`config.mk`:
```
export PLATFORM = sky130hd
export DESIGN_NAME = serial_packet_deframer_crc_check
export DESIGN_NICKNAME = d
export VERILOG_FILES = /design/src/rtl/core/dfr_pkg.sv /design/src/rtl/core/dfr_crc_step.sv /design/src/rtl/core/dfr_parser.sv /design/src/rtl/core/dfr_out_buf.sv /design/src/rtl/core/serial_packet_deframer_crc_check.sv
export SDC_FILE = /design/constraint.sdc
export NUM_CORES = 1
export LEC_CHECK = 0
export ABC_AREA = 1
export BUFFER_PORTS_ARGS = -buffer_cell sky130_fd_sc_hd__buf_2
export CORE_UTILIZATION = 54
export CTS_CLUSTER_SIZE = 8
export DETAILED_ROUTE_END_ITERATION = 16
export GPL_TIMING_DRIVEN = 1
export PLACE_DENSITY = 0.76
export SETUP_SLACK_MARGIN = 0.1
export SLEW_MARGIN = 20
export SYNTH_ARGS = -nofsm -noshare
export SYNTH_HDL_FRONTEND = slang
export SYNTH_SLANG_ARGS = --single-unit
```
`constraint.sdc`:
```
create_clock -name aclk -period 3.9 [get_ports aclk]
set_clock_uncertainty 0.15 [all_clocks]
set_input_delay 0.39 -clock aclk [delete_from_list [all_inputs] [get_ports aclk]]
set_output_delay 0.39 -clock aclk [all_outputs]
set_load 0.03 [all_outputs]
```
`src/rtl/core/dfr_pkg.sv`:
```
// ----------------------------------------------------------------------------
// dfr_pkg
// Shared types and constants of the serial packet deframer: parse phases,
// verdict codes, register indexes and the result record.
// ----------------------------------------------------------------------------
package dfr_pkg;

    // Frame constants
    localparam logic [7:0]  HEADER_BYTE    = 8'h42;
    localparam logic [7:0]  BROADCAST_ADDR = 8'hff;
    localparam logic [15:0] CRC_POLY       = 16'h1021;

    // Register reset values
    localparam logic [7:0] STATION_ADDR_RST = 8'd254;
    localparam logic [7:0] TIMEOUT_RST      = 8'd10;
    localparam logic [9:0] MAX_PAYLOAD_RST  = 10'd280;

    // Register indexes on the write port
    localparam logic [1:0] CFG_STATION_ADDR = 2'd0;
    localparam logic [1:0] CFG_TIMEOUT      = 2'd1;
    localparam logic [1:0] CFG_MAX_PAYLOAD  = 2'd2;

    // Input operation codes
    localparam logic OP_BYTE = 1'b0;
    localparam logic OP_TICK = 1'b1;

    // Result kinds
    localparam logic KIND_PAYLOAD = 1'b0;
    localparam logic KIND_VERDICT = 1'b1;

    // Verdict codes
    localparam logic [1:0] ST_ACCEPTED = 2'd0;
    localparam logic [1:0] ST_CRC_ERR  = 2'd1;
    localparam logic [1:0] ST_NOT_ADDR = 2'd2;

    typedef enum logic [2:0] {
        PH_HUNT   = 3'd0,
        PH_ADDR   = 3'd1,
        PH_LEN_LO = 3'd2,
        PH_LEN_HI = 3'd3,
        PH_TYPE   = 3'd4,
        PH_DATA   = 3'd5,
        PH_CRC_LO = 3'd6,
        PH_CRC_HI = 3'd7
    } phase_t;

    typedef struct packed {
        logic [7:0] station_address;
        logic [7:0] timeout_ticks;
        logic [9:0] max_payload;
    } cfg_t;

    typedef struct packed {
        logic       kind;
        logic [7:0] data_byte;
        logic [9:0] byte_index;
        logic [1:0] status;
        logic [7:0] packet_address;
        logic [7:0] packet_type;
        logic [9:0] payload_length;
    } res_t;

endpackage

```
`src/rtl/core/dfr_crc_step.sv`:
```
// ----------------------------------------------------------------------------
// dfr_crc_step
// One byte of CRC-16 CCITT, MSB first, eight bit steps unrolled.
// ----------------------------------------------------------------------------
module dfr_crc_step
    import dfr_pkg::*;
(
    input  logic [15:0] crc_in,
    input  logic [7:0]  data_in,
    output logic [15:0] crc_out
);

    // Shift the byte through the register one bit at a time
    always_comb begin
        logic [15:0] c;
        logic        top;
        c   = crc_in;
        top = 1'b0;
        for (int k = 7; k >= 0; k--) begin
            top = c[15] ^ data_in[k];
            c   = {c[14:0], 1'b0};
            if (top) begin
                c = c ^ CRC_POLY;
            end
        end
        crc_out = c;
    end

endmodule

```
`src/rtl/core/dfr_parser.sv`:
```
// ----------------------------------------------------------------------------
// dfr_parser
// Frame parser: tracks the parse phase, packet fields, running CRC and the
// packet timer; emits a payload result per data byte and a CRC-end verdict.
// ----------------------------------------------------------------------------
module dfr_parser
    import dfr_pkg::*;
(
    input  logic       aclk,
    input  logic       aresetn,
    input  logic       item_valid,
    input  logic       item_op,
    input  logic [7:0] item_byte,
    input  cfg_t       cfg,
    output logic       res_valid,
    output res_t       res
);

    phase_t      phase_reg, phase_next;
    logic [7:0]  held_address_reg, held_address_next;
    logic [15:0] declared_length_reg, declared_length_next;
    logic [7:0]  held_type_reg, held_type_next;
    logic [9:0]  payload_count_reg, payload_count_next;
    logic [15:0] running_crc_reg, running_crc_next;
    logic [7:0]  crc_low_reg, crc_low_next;
    logic [7:0]  timer_reg, timer_next;

    logic        is_byte;
    logic        is_tick;
    logic        timed_out;
    phase_t      cur_phase;
    logic [15:0] crc_src;
    logic [15:0] crc_fed;
    logic [15:0] len_full;
    logic [9:0]  count_inc;
    logic [15:0] rx_crc;
    logic        addr_match;

    assign is_byte   = item_valid && (item_op == OP_BYTE);
    assign is_tick   = item_valid && (item_op == OP_TICK);
    assign timed_out = (timer_reg >= cfg.timeout_ticks);
    assign cur_phase = timed_out ? PH_HUNT : phase_reg;
    assign crc_src   = (cur_phase == PH_HUNT) ? 16'h0000 : running_crc_reg;
    assign len_full  = {item_byte, declared_length_reg[7:0]};
    assign count_inc = payload_count_reg + 10'd1;
    assign rx_crc    = {item_byte, crc_low_reg};
    assign addr_match = (held_address_reg == cfg.station_address) ||
                        (held_address_reg == BROADCAST_ADDR);

    dfr_crc_step u_crc (
        .crc_in  (crc_src),
        .data_in (item_byte),
        .crc_out (crc_fed)
    );

    // Next parse phase
    always_comb begin
        phase_next = phase_reg;
        if (is_byte) begin
            phase_next = cur_phase;
            unique case (cur_phase)
                PH_HUNT: begin
                    if (item_byte == HEADER_BYTE) phase_next = PH_ADDR;
                end
                PH_ADDR: begin
                    if (item_byte != HEADER_BYTE) phase_next = PH_LEN_LO;
                end
                PH_LEN_LO: phase_next = PH_LEN_HI;
                PH_LEN_HI: begin
                    phase_next = (len_full > {6'b0, cfg.max_payload}) ? PH_HUNT : PH_TYPE;
                end
                PH_TYPE: begin
                    phase_next = (declared_length_reg != 16'd0) ? PH_DATA : PH_CRC_LO;
                end
                PH_DATA: begin
                    if ({6'b0, count_inc} >= declared_length_reg) phase_next = PH_CRC_LO;
                end
                PH_CRC_LO: phase_next = PH_CRC_HI;
                PH_CRC_HI: phase_next = PH_HUNT;
                default:   phase_next = PH_HUNT;
            endcase
        end
    end

    // Field registers, CRC, timer and result
    always_comb begin
        held_address_next    = held_address_reg;
        declared_length_next = declared_length_reg;
        held_type_next       = held_type_reg;
        payload_count_next   = payload_count_reg;
        running_crc_next     = running_crc_reg;
        crc_low_next         = crc_low_reg;
        timer_next           = timer_reg;

        res_valid          = 1'b0;
        res.kind           = KIND_PAYLOAD;
        res.data_byte      = item_byte;
        res.byte_index     = payload_count_reg;
        res.status         = ST_ACCEPTED;
        res.packet_address = held_address_reg;
        res.packet_type    = held_type_reg;
        res.payload_length = declared_length_reg[9:0];

        // Advance the timer, saturating
        if (is_tick && (timer_reg != 8'hff)) begin
            timer_next = timer_reg + 8'd1;
        end

        if (is_byte) begin
            unique case (cur_phase)
                PH_HUNT: begin
                    if (item_byte == HEADER_BYTE) begin
                        running_crc_next = crc_fed;
                        timer_next       = 8'd0;
                    end
                end
                PH_ADDR: begin
                    held_address_next = item_byte;
                    if (item_byte != HEADER_BYTE) running_crc_next = crc_fed;
                end
                PH_LEN_LO: begin
                    declared_length_next = {8'h00, item_byte};
                    running_crc_next     = crc_fed;
                end
                PH_LEN_HI: begin
                    declared_length_next = len_full;
                    running_crc_next     = crc_fed;
                end
                PH_TYPE: begin
                    held_type_next     = item_byte;
                    running_crc_next   = crc_fed;
                    payload_count_next = 10'd0;
                end
                PH_DATA: begin
                    running_crc_next   = crc_fed;
                    payload_count_next = count_inc;
                    res_valid          = 1'b1;
                end
                PH_CRC_LO: begin
                    crc_low_next = item_byte;
                end
                PH_CRC_HI: begin
                    res_valid      = 1'b1;
                    res.kind       = KIND_VERDICT;
                    res.data_byte  = 8'h00;
                    res.byte_index = 10'd0;
                    if (!addr_match) begin
                        res.status = ST_NOT_ADDR;
                    end else if (rx_crc != running_crc_reg) begin
                        res.status = ST_CRC_ERR;
                    end else begin
                        res.status = ST_ACCEPTED;
                    end
                end
                default: ;
            endcase
        end
    end

    // State registers
    always_ff @(posedge aclk) begin
        if (!aresetn) begin
            phase_reg           <= PH_HUNT;
            held_address_reg    <= 8'h00;
            declared_length_reg <= 16'h0000;
            held_type_reg       <= 8'h00;
            payload_count_reg   <= 10'd0;
            running_crc_reg     <= 16'h0000;
            crc_low_reg         <= 8'h00;
            timer_reg           <= 8'h00;
        end else begin
            phase_reg           <= phase_next;
            held_address_reg    <= held_address_next;
            declared_length_reg <= declared_length_next;
            held_type_reg       <= held_type_next;
            payload_count_reg   <= payload_count_next;
            running_crc_reg     <= running_crc_next;
            crc_low_reg         <= crc_low_next;
            timer_reg           <= timer_next;
        end
    end

`ifndef ASSERT_OFF
    a_verdict_ends_packet: assert property (@(posedge aclk) disable iff (!aresetn)
        res_valid && (res.kind == KIND_VERDICT) |=> phase_reg == PH_HUNT)
        else $error("verdict did not return parser to hunting");

    a_count_below_length: assert property (@(posedge aclk) disable iff (!aresetn)
        phase_reg == PH_DATA |-> {6'b0, payload_count_reg} < declared_length_reg)
        else $error("payload count reached declared length inside payload");

    a_length_fits: assert property (@(posedge aclk) disable iff (!aresetn)
        phase_reg == PH_DATA |-> declared_length_reg[15:10] == 6'b0)
        else $error("oversized length reached payload phase");
`endif

endmodule

```
`src/rtl/core/dfr_out_buf.sv`:
```
// ----------------------------------------------------------------------------
// dfr_out_buf
// Result register with a skid stage, so the parser keeps taking beats while
// a result waits on the output.
// ----------------------------------------------------------------------------
module dfr_out_buf
    import dfr_pkg::*;
(
    input  logic aclk,
    input  logic aresetn,
    input  logic in_valid,
    input  res_t in_res,
    output logic in_ready,
    output logic out_valid,
    output res_t out_res,
    input  logic out_ready
);

    logic out_valid_reg, out_valid_next;
    res_t out_res_reg, out_res_next;
    logic skid_valid_reg, skid_valid_next;
    res_t skid_res_reg, skid_res_next;

    assign in_ready  = !skid_valid_reg;
    assign out_valid = out_valid_reg;
    assign out_res   = out_res_reg;

    // Move results between the output and skid registers
    always_comb begin
        out_valid_next  = out_valid_reg;
        out_res_next    = out_res_reg;
        skid_valid_next = skid_valid_reg;
        skid_res_next   = skid_res_reg;
        if (!out_valid_reg || out_ready) begin
            if (skid_valid_reg) begin
                out_valid_next  = 1'b1;
                out_res_next    = skid_res_reg;
                skid_valid_next = 1'b0;
            end else begin
                out_valid_next = in_valid;
                out_res_next   = in_res;
            end
        end else if (in_valid) begin
            skid_valid_next = 1'b1;
            skid_res_next   = in_res;
        end
    end

    always_ff @(posedge aclk) begin
        if (!aresetn) begin
            out_valid_reg  <= 1'b0;
            skid_valid_reg <= 1'b0;
        end else begin
            out_valid_reg  <= out_valid_next;
            skid_valid_reg <= skid_valid_next;
        end
    end

    // Payload registers
    always_ff @(posedge aclk) begin
        out_res_reg  <= out_res_next;
        skid_res_reg <= skid_res_next;
    end

`ifndef ASSERT_OFF
    a_skid_behind_output: assert property (@(posedge aclk) disable iff (!aresetn)
        skid_valid_reg |-> out_valid_reg)
        else $error("skid holds a result while output is empty");

    a_stall_fills_skid: assert property (@(posedge aclk) disable iff (!aresetn)
        out_valid_reg && !out_ready && in_valid |=> skid_valid_reg)
        else $error("result lost during output stall");

    a_hold_while_stalled: assert property (@(posedge aclk) disable iff (!aresetn)
        out_valid_reg && !out_ready |=> out_valid_reg && $stable(out_res_reg))
        else $error("result changed while output stalled");
`endif

endmodule

```
`src/rtl/core/serial_packet_deframer_crc_check.sv`:
```
// ----------------------------------------------------------------------------
// serial_packet_deframer_crc_check
// Byte-stream packet deframer with CRC-16 CCITT check and payload forwarding.
// ----------------------------------------------------------------------------
// Throughput: one beat per cycle while s_tready is high; parser and byte-wide
// CRC update are combinational and results are registered in the output stage.
// A skid stage holds one result; s_tready drops while it is full.
// Reset: synchronous, active low; parser returns to hunting, registers take
// address 254, timeout 10 ticks, max payload 280.
// ----------------------------------------------------------------------------
module serial_packet_deframer_crc_check
    import dfr_pkg::*;
(
    input  logic        aclk,
    input  logic        aresetn,
    // Input beats
    input  logic        s_tvalid,
    output logic        s_tready,
    input  logic [7:0]  s_tdata,   // [7:0] byte_value
    input  logic [0:0]  s_tuser,   // [0] operation
    // Result beats
    output logic        m_tvalid,
    input  logic        m_tready,
    output logic [47:0] m_tdata,   // [7:0] data_byte, [17:8] byte_index,
                                   // [19:18] status, [27:20] packet_address,
                                   // [35:28] packet_type, [45:36] payload_length
    output logic [0:0]  m_tuser,   // [0] kind
    // Register writes
    input  logic        cfg_we,
    input  logic [1:0]  cfg_index,
    input  logic [9:0]  cfg_data
);

    cfg_t cfg_reg;
    logic accept;
    logic res_valid;
    res_t res;
    res_t out_res;

    assign accept = s_tvalid && s_tready;

    // Configuration registers
    always_ff @(posedge aclk) begin
        if (!aresetn) begin
            cfg_reg.station_address <= STATION_ADDR_RST;
            cfg_reg.timeout_ticks   <= TIMEOUT_RST;
            cfg_reg.max_payload     <= MAX_PAYLOAD_RST;
        end else if (cfg_we) begin
            unique case (cfg_index)
                CFG_STATION_ADDR: cfg_reg.station_address <= cfg_data[7:0];
                CFG_TIMEOUT:      cfg_reg.timeout_ticks   <= cfg_data[7:0];
                CFG_MAX_PAYLOAD:  cfg_reg.max_payload     <= cfg_data;
                default: ;
            endcase
        end
    end

    dfr_parser u_parser (
        .aclk       (aclk),
        .aresetn    (aresetn),
        .item_valid (accept),
        .item_op    (s_tuser[0]),
        .item_byte  (s_tdata),
        .cfg        (cfg_reg),
        .res_valid  (res_valid),
        .res        (res)
    );

    dfr_out_buf u_out_buf (
        .aclk      (aclk),
        .aresetn   (aresetn),
        .in_valid  (res_valid),
        .in_res    (res),
        .in_ready  (s_tready),
        .out_valid (m_tvalid),
        .out_res   (out_res),
        .out_ready (m_tready)
    );

    // Pack the result beat
    assign m_tuser[0] = out_res.kind;
    assign m_tdata = {2'b00, out_res.payload_length, out_res.packet_type,
                      out_res.packet_address, out_res.status,
                      out_res.byte_index, out_res.data_byte};

endmodule
```
======== Word level (Yosys, flattened, before mapping) ========
Cells that the tools add are included.
operators by class
  reductions and logical operators ........ 28
  add/subtract/negate cells ............... 2
  bitwise operators ....................... 20
  $lt $le $gt $ge ......................... 3
  multiplexer cells ....................... 33
  equality and inequality tests ........... 17
operator list
  cell                                                    count
  2-to-1 mux 13 bit                                       8
  2-to-1 mux 16 bit                                       3
  case mux 16 bit (3 select lines)                        1
  2-to-1 mux 47 bit                                       1
  2-to-1 mux 21 bit                                       2
  2-to-1 mux 8 bit                                        4
  case mux 16 bit (2 select lines)                        1
  inverter 3 bit                                          8
  case mux 3 bit (8 select lines)                         1
  case mux 10 bit (2 select lines)                        1
  AND reduction 2 bit                                     9
  greater-or-equal comparator 10 x 16 -> 1 bit            1
  greater-than comparator 16 x 10 -> 1 bit                1
  inequality test 16 bit                                  1
  nonzero test 16 bit                                     1
  2-to-1 mux 3 bit                                        5
  == test 3 bit (second input constant)                   4
  adder 10 x 1 -> 10 bit (second input constant)          1
  adder 8 x 1 -> 8 bit (second input constant)            1
  == test 8 x 7 -> 1 bit (second input constant)          1
  == test 8 bit                                           1
  == test 8 bit (second input constant)                   1
  greater-or-equal comparator 8 bit                       1
  inequality test 8 x 7 -> 1 bit (second input constant)  1
  22 further kinds                                        44
storage, ports and cells
  output and inout port bits .............. 51
  bits in registers ....................... 199
  input port bits ......................... 26
  word-level logic and storage cells ...... 131

======== Longest topological paths before layout ========
Gate-level depths: netlist (run 1).
  depth in word-level cells ............... 22
  gate-level depth with buffers ........... 20
  depth with buffers taken out ............ 19

======== By module ========
Synthesis (run 1) repeated with hierarchy kept, for this count alone.
second synthesis, totals
  cells, all modules ...................... 1,236
  area total of the unflattened synthesis .. 9,892.0 um^2
modules (own cells, without submodules)
  module                            instances  area each (um^2)  seq. area each (um^2)  cells an instance
  dfr_parser                        1          4,823.4           1,541.5                719
  dfr_out_buf                       1          3,514.6           2,862.7                258
  serial_packet_deframer_crc_check  1          1,083.5           520.5                  151
  dfr_crc_step                      1          470.5             0.0                    108

======== Worst setup path after synthesis (run 1) ========
OpenSTA, ideal clock, no wires.
  path kind ............................... flip-flop to flip-flop
  start point ............................. register u_out_buf.out_valid_reg, in the netlist u_out_buf.out_valid
  end point ............................... register u_out_buf.skid_res_reg[0] (netlist name), enable pin
  clock period less this slack ............ 4.378 ns
  buffers on the path ..................... 0
  data arrival time ....................... 3.776 ns
  required time ........................... 3.298 ns
  setup slack ............................. -0.478 ns
  library setup time ...................... 0.452 ns
  stages on the path, launching flop included .. 3
  path through ............................ dfxtp_1 > nand2_1 > nor2_1
between the ends
  cells in the longest elaborated chain, start to end .. 4
RTL lines
  item                           line               RTL
  start, declared                dfr_out_buf.sv:19  logic out_valid_reg, out_valid_next;
  start signal, assigned         dfr_out_buf.sv:54  out_valid_reg <= out_valid_next;
  logical NOT 1 bit              dfr_out_buf.sv:34  if (!out_valid_reg || out_ready) begin
  logical OR 1 bit               dfr_out_buf.sv:34
  inverter 1 bit (no line)       -
  AND reduction 2 bit (no line)  -
  end signal, assigned           dfr_out_buf.sv:62  skid_res_reg <= skid_res_next;
  end, declared                  dfr_out_buf.sv:22  res_t skid_res_reg, skid_res_next;
Every way passes these cells.
A chain may end at the register's enable or synchronous reset.

======== Worst setup path in the final report (run 1) ========
  start point ............................. register u_parser.timer_reg[2]
  end point ............................... register u_out_buf.skid_res_reg[32] (netlist name), enable pin
between the ends
  cells in the longest elaborated chain, start to end .. 7
  elaborated cells on any way between the ends .. 8
  classes of those cells .................. order compare: 1; eq/ne: 2; mux: 3; reduce/logical: 2
RTL lines
  item                                   line               RTL
  start, declared                        dfr_parser.sv:26   logic [7:0] timer_reg, timer_next;
  start signal, assigned                 dfr_parser.sv:179  timer_reg <= timer_next;
  greater-or-equal comparator 8 bit (*)  dfr_parser.sv:41   assign timed_out = (timer_reg >= cfg.timeout_ticks);
  2-to-1 mux 3 bit (*)                   dfr_parser.sv:42   assign cur_phase = timed_out ? PH_HUNT : phase_reg;
  == test 3 bit                          dfr_parser.sv:110  unique case (cur_phase)
  OR reduction 2 bit (no line) (*)       -
  2-to-1 mux 1 bit (*)                   dfr_parser.sv:110
  2-to-1 mux 1 bit (*)                   dfr_parser.sv:109  if (is_byte) begin
  AND reduction 2 bit (no line) (*)      -
Mark *: on every way between the ends. The rest lies on a longest branch, timed or not.

==> summary.md, run 1 <==
| Metric | Value |
|---|---|
| Htree depth | 4 |
| Busiest grt layer | met2 |
| Critical Path AT | between 2000 and 3000 ps |
| Setup TNS | 0 ps |
| Clock buffer depth | 2 |
| Number of global-route vias before repair | between 6000 and 7000 |
| CP required | 3860 ps |
| Hold Crit Class | in2reg |
| Initial DRC count | around 560 |
| Core area | about 17000 um2 |
| Clock slew at reported path FFs | 70 ps |
| Synth Flop Type | dfxtp_1 |
| Top Ports | 77 |
| Slew Viols, Final | 0 |
| Final worst path period need | approximately 2800 ps |
| WP buf/inv | 1 |
| Die area | between 15000 and 20000 um2 |
| Cells after Synth | 1045 |
| ANT cells | 0 |
| DP Cell Count | 1307 |
| Cts hold-fix bufs | 0 |
| Levels on crit path | 11 |
| Die height | roughly 130 um |
| Worst-path maximum fanout | 23 |
| Endpoint class of the critical path | register |
| Status | finished, final reports clean |
| Initial core utilization | 0.558 |
| FF+latch count, synth | 199 |
| Post-synthesis sequential area ratio | 0.526 |
| Synthesis Warnings | 0 |
| I/O Buffers | 74 |
| Final setup violation count | 0 |
| Critical path's largest stage delay | 410 ps |
| Via density | 5.38 |
| DRC Markers | 0 |
| Max transition margin | 0.415 |
| Kind of critical path | reg2reg |
| Fmax | 0.363 GHz |
| First-pass GRT wire length | 33600 um |
| Pin count of the biggest net entering global routing | 61 |
| CP Launch Type | register |
| Cell family with most CP delay | simple AND/OR/NAND/NOR gates |
| Worst-case reg-to-reg path depth | 11 |
| Final WS setup | 1150 ps |
| Largest area contributor in the synthesized netlist | edfxtp_1 |
| Max Cap Viol | 0 |
| Congestion Overflow GR | 0 |
| Non-filler instance count after layout | 1339 |
| Layout cell share with drive strength beyond 1 | 0.164 |
| Drt wl/cell | roughly 15 um |
| Crit path cell chain | ha_1 > nand2_1 > nor2_1 > nor2_1 > nand2_2 > nand2_4 > nand2_4 > nor2_8 > nand3_1 > nor2_4 > buf_4 |
| Hold Path Cell Cnt | 3 |
| Met3 usage | 0.0533 |
| Num rows | 47 |
| # resized after CTS | 0 |
| Area grow syn2layout | 11.7% |
| Leak | 0.00444 uW |
| Post-CTS Setup Inserts | 0 |
| EDFF count, synth | 94 |
| Worst-Margin Slew | 871 ps |
| Initial DRT Pass Iterations | 6 |
| Top cells by area, synth | edfxtp_1 (30%), dfxtp_1 (22%), nand2_1 (9.3%) |
| CTS Sinks | 199 |
| CTS tree | built |
| Multi-input logic area | 3780 um2 |
| Unique masters post-synth | 47 |
| Pre-CTS WS | 1150 ps |
| RSZ-0062 raised after global routing | no |
| Nets | 1162 |
| Worst R2R Setup Slack | 1150 ps |
| Period utilization | 0.706 |
| Aggregate routed wire length | 20500 um |
| Total CTS buffers | 17 |
| Clk_lat worst skew | 440 ps |
| Max IR drop VDD | 0.000317 V |
| Via total after detailed routing | 7202 |
| Share of the synthesized area in the top cell type | 0.302 |
| Fill cells | 1414 |
| Power, Total | approximately 4100 uW |
| Hold Vio Cnt, Final | 0 |
| Sequential standard cell area | 4930 um2 |
| Root buffer cell | clkbuf_16 |
| Async SR Flop Fraction | 0 |
| Final Core Density | 0.624 |
| Post-Synthesis Cell Area | 9360 um2 |
| Antenna Nets Post-Route | 0 |
| CP max stage cell | dfxtp_1 |
| Placer Congestion | 0.856 |
| Met2 Use GR | 0.404 |
| GR met1 Demand/Resource | 0.309 |
| HPWL after DPL | 14300 um |
| PD cells | between 300 and 400 nW/um2 |
| Synthesized area per cell | 8.95 um2 |
| Die W | 134 um |
| Gr usage total | 0.242 |
| Initial antenna violation count | 0 |
==> layout by cell type (no fill, tap or decap), types with 12 or more instances in the layout <==
cell type and n:
buf_2 74, o21ai_0 57, dfxtp_1 104, ha_1 30, inv_1 107, nand2_1 230
nand3_1 43, clkbuf_16 17, nand2_2 14, nand4_1 17, nor3_1 13, xnor2_1 19
edfxtp_1 94, nor2_1 90, a21oi_1 74, xor2_1 12
==> through the flow <==
stage / hold slack (ps) / instance area, um2
floorplan: 258 / 9370
finish: 17.8 / 10500
global route: 30.2 / 10500
detailed placement: 264 / 9870
global placement: 258 / 9870
CTS: 8.54 / 10500
==> final cells by class <==
class	count	area share
flip-flops and latches	199	0.471
clock buffers	17	0.0407
repair buffers	83	0.0419
well taps	220	0.0263
multi-input cells	686	0.361
inverters	119	0.0430
clock inverters	15	0.0156
==> metal layers <==
layer / wire length, um / share of wire / vias up
li1: - / - / 3590
met1: 8880 / 0.43 / 3357
met2: 10100 / 0.49 / 221
met3: 1140 / 0.056 / 34
met4: 389 / 0.019 / 0
met5: 0 / 0 / -
==> cells by family (layout without fill, tap and decap cells) <==
kind of cell | after synthesis | count (layout) | synth area share
compound gates | 180 | 180 | 0.115
xor+xnor | 31 | 31 | 0.0290
fa+ha+maj | 30 | 30 | 0.0401
buf+inv | 161 | 234 | 0.0713
flops | 199 | 199 | 0.526
other cells | 1 | 2 | 0.000401
simple gates | 443 | 443 | 0.218
==> worst reg2reg max path, delay by kind of cell (launching register included) <==
family / cells / cell delay, ps
AND/OR/NAND/NOR: 9 / 1200
buffers and inverters: 1 / 390
flip-flops: 1 / 410
adder cells (fa/ha/maj): 1 / 270
==> Yosys cell counts (all sizes together) (2+ instances only) <==
master / number
a21oi: 75
clkbuf: 29
a22oi: 8
edfxtp: 94
a21o: 2
dfxtp: 105
inv: 118
nor3: 17
ha: 30
nand2: 250
xor2: 12
o21a: 5
o211ai: 8
nor4: 3
xnor2: 19
o21ai: 61
nand3: 53
a211oi: 18
nor2: 99
nand4: 17
or2: 2
buf: 13
==> worst paths after layout <==
path,start,end
worst min register to register,u_parser.held_type_reg[5],u_out_buf.skid_res_reg[15]
worst max register to register,u_parser.timer_reg[2],u_out_buf.skid_res_reg[32]
worst min-delay path,cfg_data[8],cfg_reg[8]
worst max-delay path,u_parser.timer_reg[2],u_out_buf.skid_res_reg[32]
==> report_power, final <==
group / internal, uW / leakage, uW / switching, uW / total [uW]
Clock: 910 / 0.000287 / 839 / 1750
Sequential: 2190 / 0.00181 / 8.60 / 2200
Combinational: 56.5 / 0.00234 / 140 / 196
Note: power is estimated with default switching activity, not from simulation.
==> run 2, diff against run 1 <==
- ABC_AREA: 1 -> 0
- clock period: 3.9 -> 2.3 ns (I/O delays scaled with it)
==> run 2 against run 1 <==
  * Setup slack worse by 1300 ps
  * Via count fell by 1.2%
  * Clock-buffer cell count is 1 higher
  * Largest power group unchanged
  * Combinational power increased to 2.5 times the previous value
  * Global-route usage is 2.2 points higher
  * Synthesized cell count decreased by 17%
  * Sequential power rose by 70%
  * Highest routed layer unchanged
  * The run now ends with setup timing left
  * First-iteration DRC count grew 26%
  * Clock power increased by 74%
==> summary.md, run 2 <==
| Metric | Value |
|---|---|
| Failing checks | setup timing |
| Leak | 0.00511 uW (was 0.00444 uW) |
| Via density | 5.66 (was 5.38) |
| CP required | 2490 ps (was 3860 ps) |
| Aggregate routed wire length | 24000 um (was 20500 um) |
| Period utilization | 1.08 (was 0.706) |
| Kind of critical path | reg2reg (unchanged) |
| Top-count cell post-synth | dfxtp_1 (was nand2_1) |
| Share of the synthesized area in the top cell type | 0.301 (was 0.302) |
| Clock slew at reported path FFs | 70 ps (about the same) |
| Nets | 1081 (was 1162) |
| Num rows | 47 (unchanged) |
| Gr usage total | 0.264 (was 0.242) |
| Min-Delay Startpoint | m_tready (was cfg_data[8]) |
| Final WS setup | -185 ps (was 1150 ps) |
| Status | finished, violations left (was finished, final reports clean) |
| Area grow syn2layout | 29.5% (was 11.7%) |
| CP Launch Type | register (unchanged) |
| Largest area contributor in the synthesized netlist | edfxtp_1 (unchanged) |
| Synthesis Warnings | 0 (unchanged) |
| Number of global-route vias before repair | 6838 (was 6800) |
| Initial antenna violation count | 0 (unchanged) |
| Post-Synthesis Cell Area | 9380 um2 (was 9360 um2) |
| Pint | 5570 uW (was 3150 uW) |
| Fmax | 0.402 GHz (was 0.363 GHz) |
| Top Ports | 77 (unchanged) |
| CTS Sinks | 199 (unchanged) |
| DRC Markers | 0 (unchanged) |
| Worst-path maximum fanout | 8 (was 23) |
| Setup crit start | u_parser.timer_reg[2] (unchanged) |
| First-pass GRT wire length | 36100 um (was 33600 um) |
| Max IR drop VDD | 0.000558 V (was 0.000317 V) |
| Worst-Margin Slew | 705 ps (was 871 ps) |
| Synthesized area per cell | 10.8 um2 (was 8.95 um2) |
| Setup TNS | -9030 ps (was 0 ps) |
| FF+latch count, synth | 199 (unchanged) |
| Clock buffer depth | 2 (unchanged) |
| Clk_lat worst skew | 460 ps (was 440 ps) |
| HPWL after DPL | 14300 um (about the same) |
| ANT cells | 0 (unchanged) |
| Congestion Overflow GR | 0 (unchanged) |
| Total CTS buffers | 17 (unchanged) |
| Design area | 12200 um2 (was 10500 um2) |
| Pin count of the biggest net entering global routing | 56 (was 61) |
| Root buffer cell | clkbuf_16 (unchanged) |
| Initial DRT Pass Iterations | 6 (unchanged) |
| Hold Slack | 74.3 ps (was 17.8 ps) |
| Drt wl/cell | 19.0 um (was 15.3 um) |
| Antenna Nets Post-Route | 0 (unchanged) |
| Final setup violation count | 99 (was 0) |
| Max Cap Viol | 0 (unchanged) |
| Clk network pwr share | 0.417 (was 0.422) |
| RSZ-0062 raised after global routing | yes (was no) |
| Htree depth | 4 (unchanged) |
| Reg power frac | 0.514 (was 0.530) |
| Final worst path period need | 2490 ps (was 2750 ps) |
| Core area | 16800 um2 (unchanged) |
| Most common library cells after synthesis | dfxtp_1 (105), nand2_1 (95), edfxtp_1 (94) (was nand2_1 (231), inv_1 (107), dfxtp_1 (105)) |
| Hold Crit Class | in2reg (unchanged) |
| Area after DPL | 10600 um2 (was 9870 um2) |
| Endpoint class of the critical path | register (unchanged) |
| Critical Path AT | 2670 ps (was 2710 ps) |
| Top cells by area, synth | edfxtp_1 (30%), dfxtp_1 (22%), mux2i_1 (4.6%) (was edfxtp_1 (30%), dfxtp_1 (22%), nand2_1 (9.3%)) |
| Initial core utilization | 0.560 (was 0.558) |
| EDFF count, synth | 94 (unchanged) |
| CTS tree | built (unchanged) |
| Max transition margin | 0.526 (was 0.415) |
| Most frequent cells in the layout | edfxtp_1 (94), dfxtp_1 (93), nand2_1 (90) (was nand2_1 (230), inv_1 (107), dfxtp_1 (104)) |
| Synth Flop Type | dfxtp_1 (unchanged) |
| Slew Viols, Final | 0 (unchanged) |
| Post-synthesis sequential area ratio | 0.525 (was 0.526) |
| Async SR Flop Fraction | 0 (unchanged) |
| Placer Congestion | 0.859 (was 0.856) |
| Via total after detailed routing | 7117 (was 7202) |
| Sw Share | 0.235 (was 0.238) |
| Logic pwr share | 0.068 (was 0.047) |
| Die area | 17900 um2 (about the same) |
| Initial DRC count | 698 (was 555) |
| Most common cell after layout, fill and taps aside | edfxtp_1 (was nand2_1) |
| RR Startpoint | u_parser.timer_reg[2] (unchanged) |
| Die height | 134 um (about the same) |
| Cells after Synth | 871 (was 1045) |
| I/O Buffers | 74 (unchanged) |
| Hold Vio Cnt, Final | 0 (unchanged) |
| Die W | 134 um (about the same) |
| Layout cell share with drive strength beyond 1 | 0.341 (was 0.164) |
| Unique masters post-synth | 55 (was 47) |
| PD cells | 599 nW/um2 (was 396 nW/um2) |
| NetSw | 1710 uW (was 987 uW) |
-- run 2: cell count changes in the layout (fill, tap and decap cells not counted), sizes merged, moves of 44 or more --
cell and change:
a21oi -54, nor2b +46, nand2 -155, inv -88
buf +89, nor2 -76, mux2i +44
-- run 2: worst paths after layout --
path,depth (start not counted),to,slack [ps]
worst max-delay path,10,u_parser.held_type_reg[2],-190
worst min-delay path,3,u_out_buf.skid_valid_reg,70
worst max register to register,10,u_parser.held_type_reg[2],-190
worst min register to register,0,u_out_buf.skid_res_reg[8],310
-- run 2: cell type report --
cell class,instances,area (um2)
Clock inverter,14,146
Tap cell,220,275
Fill cell,1115,4610
Multi-Input combinational cell,589,4630
Sequential cell,199,4950
Clock buffer,18,439
Timing Repair Buffer,186,1590
Inverter,32,120
-- run 2: cell families (layout without fill, tap and decap cells) --
kind of cell | after synthesis | count (layout) | share of synthesized area
AND/OR/NAND/NOR | 303 | 303 | 0.170
adder cells (fa/ha/maj) | 30 | 30 | 0.0400
AO/OA/AOI/OAI | 100 | 100 | 0.0686
buffers and inverters | 84 | 250 | 0.0362
XOR/XNOR | 76 | 76 | 0.0710
multiplexers | 78 | 78 | 0.0891
flip-flops | 199 | 199 | 0.525
other | 1 | 2 | 0.000400
-- run 2: per-layer routing --
| metal | track usage | routed length, um | part of all wire | vias to the layer above |
|---|---|---|---|---|
| met5 | 0 | 0 | 0 | - |
| met4 | 0.114 | 693 | 0.029 | 0 |
| met3 | 0.0574 | 1320 | 0.055 | 52 |
| met2 | 0.436 | 11900 | 0.50 | 222 |
| met1 | 0.335 | 10100 | 0.42 | 3491 |
| li1 | - | - | - | 3352 |
-- run 2: what timing repair did --
action / 4_1_cts / 5_1_grt
gates cloned: 8 / 5
setup buffers: 19 / 4
endpoints found under the setup margin: 155 / 166
pin swaps: 23 / 31
hold buffers: 10 / 0
resized for setup: 59 / 59
hold endpoints to repair: 26 / 0
-- run 2: per-stage QoR --
| stage | std cells | utilization | worst slack (ps) | total power, uW |
|---|---|---|---|---|
| detailed placement | 1185 | 0.633 | -339 | 4260 |
| floorplan | 872 | - | -677 | 4120 |
| global route | 1258 | 0.725 | -272 | 7440 |
| global placement | 1185 | 0.633 | -289 | 4250 |
| finish | 1258 | 0.725 | -185 | 7270 |
| CTS | 1253 | 0.707 | -220 | 7220 |
-- run 2: critical path, cell delays in order (launching register included) --
cell and delay (ps):
dfxtp_4 360, ha_4 240, a211oi_2 190, o21ai_2 110, a21oi_4 180, buf_6 140
nand2_4 50, or4b_4 500, buf_8 170, mux2i_2 200, nor2b_1 80
-- run 2: power by group through the flow --
stage / clock [uW] / combinational [uW] / sequential [uW]
2_1_floorplan: 0 / 283 / 3830
3_3_place_gp: 0 / 434 / 3820
3_5_place_dp: 0 / 441 / 3820
4_1_cts: 3010 / 473 / 3740
5_1_grt: 3160 / 534 / 3740
6_report: 3040 / 496 / 3740
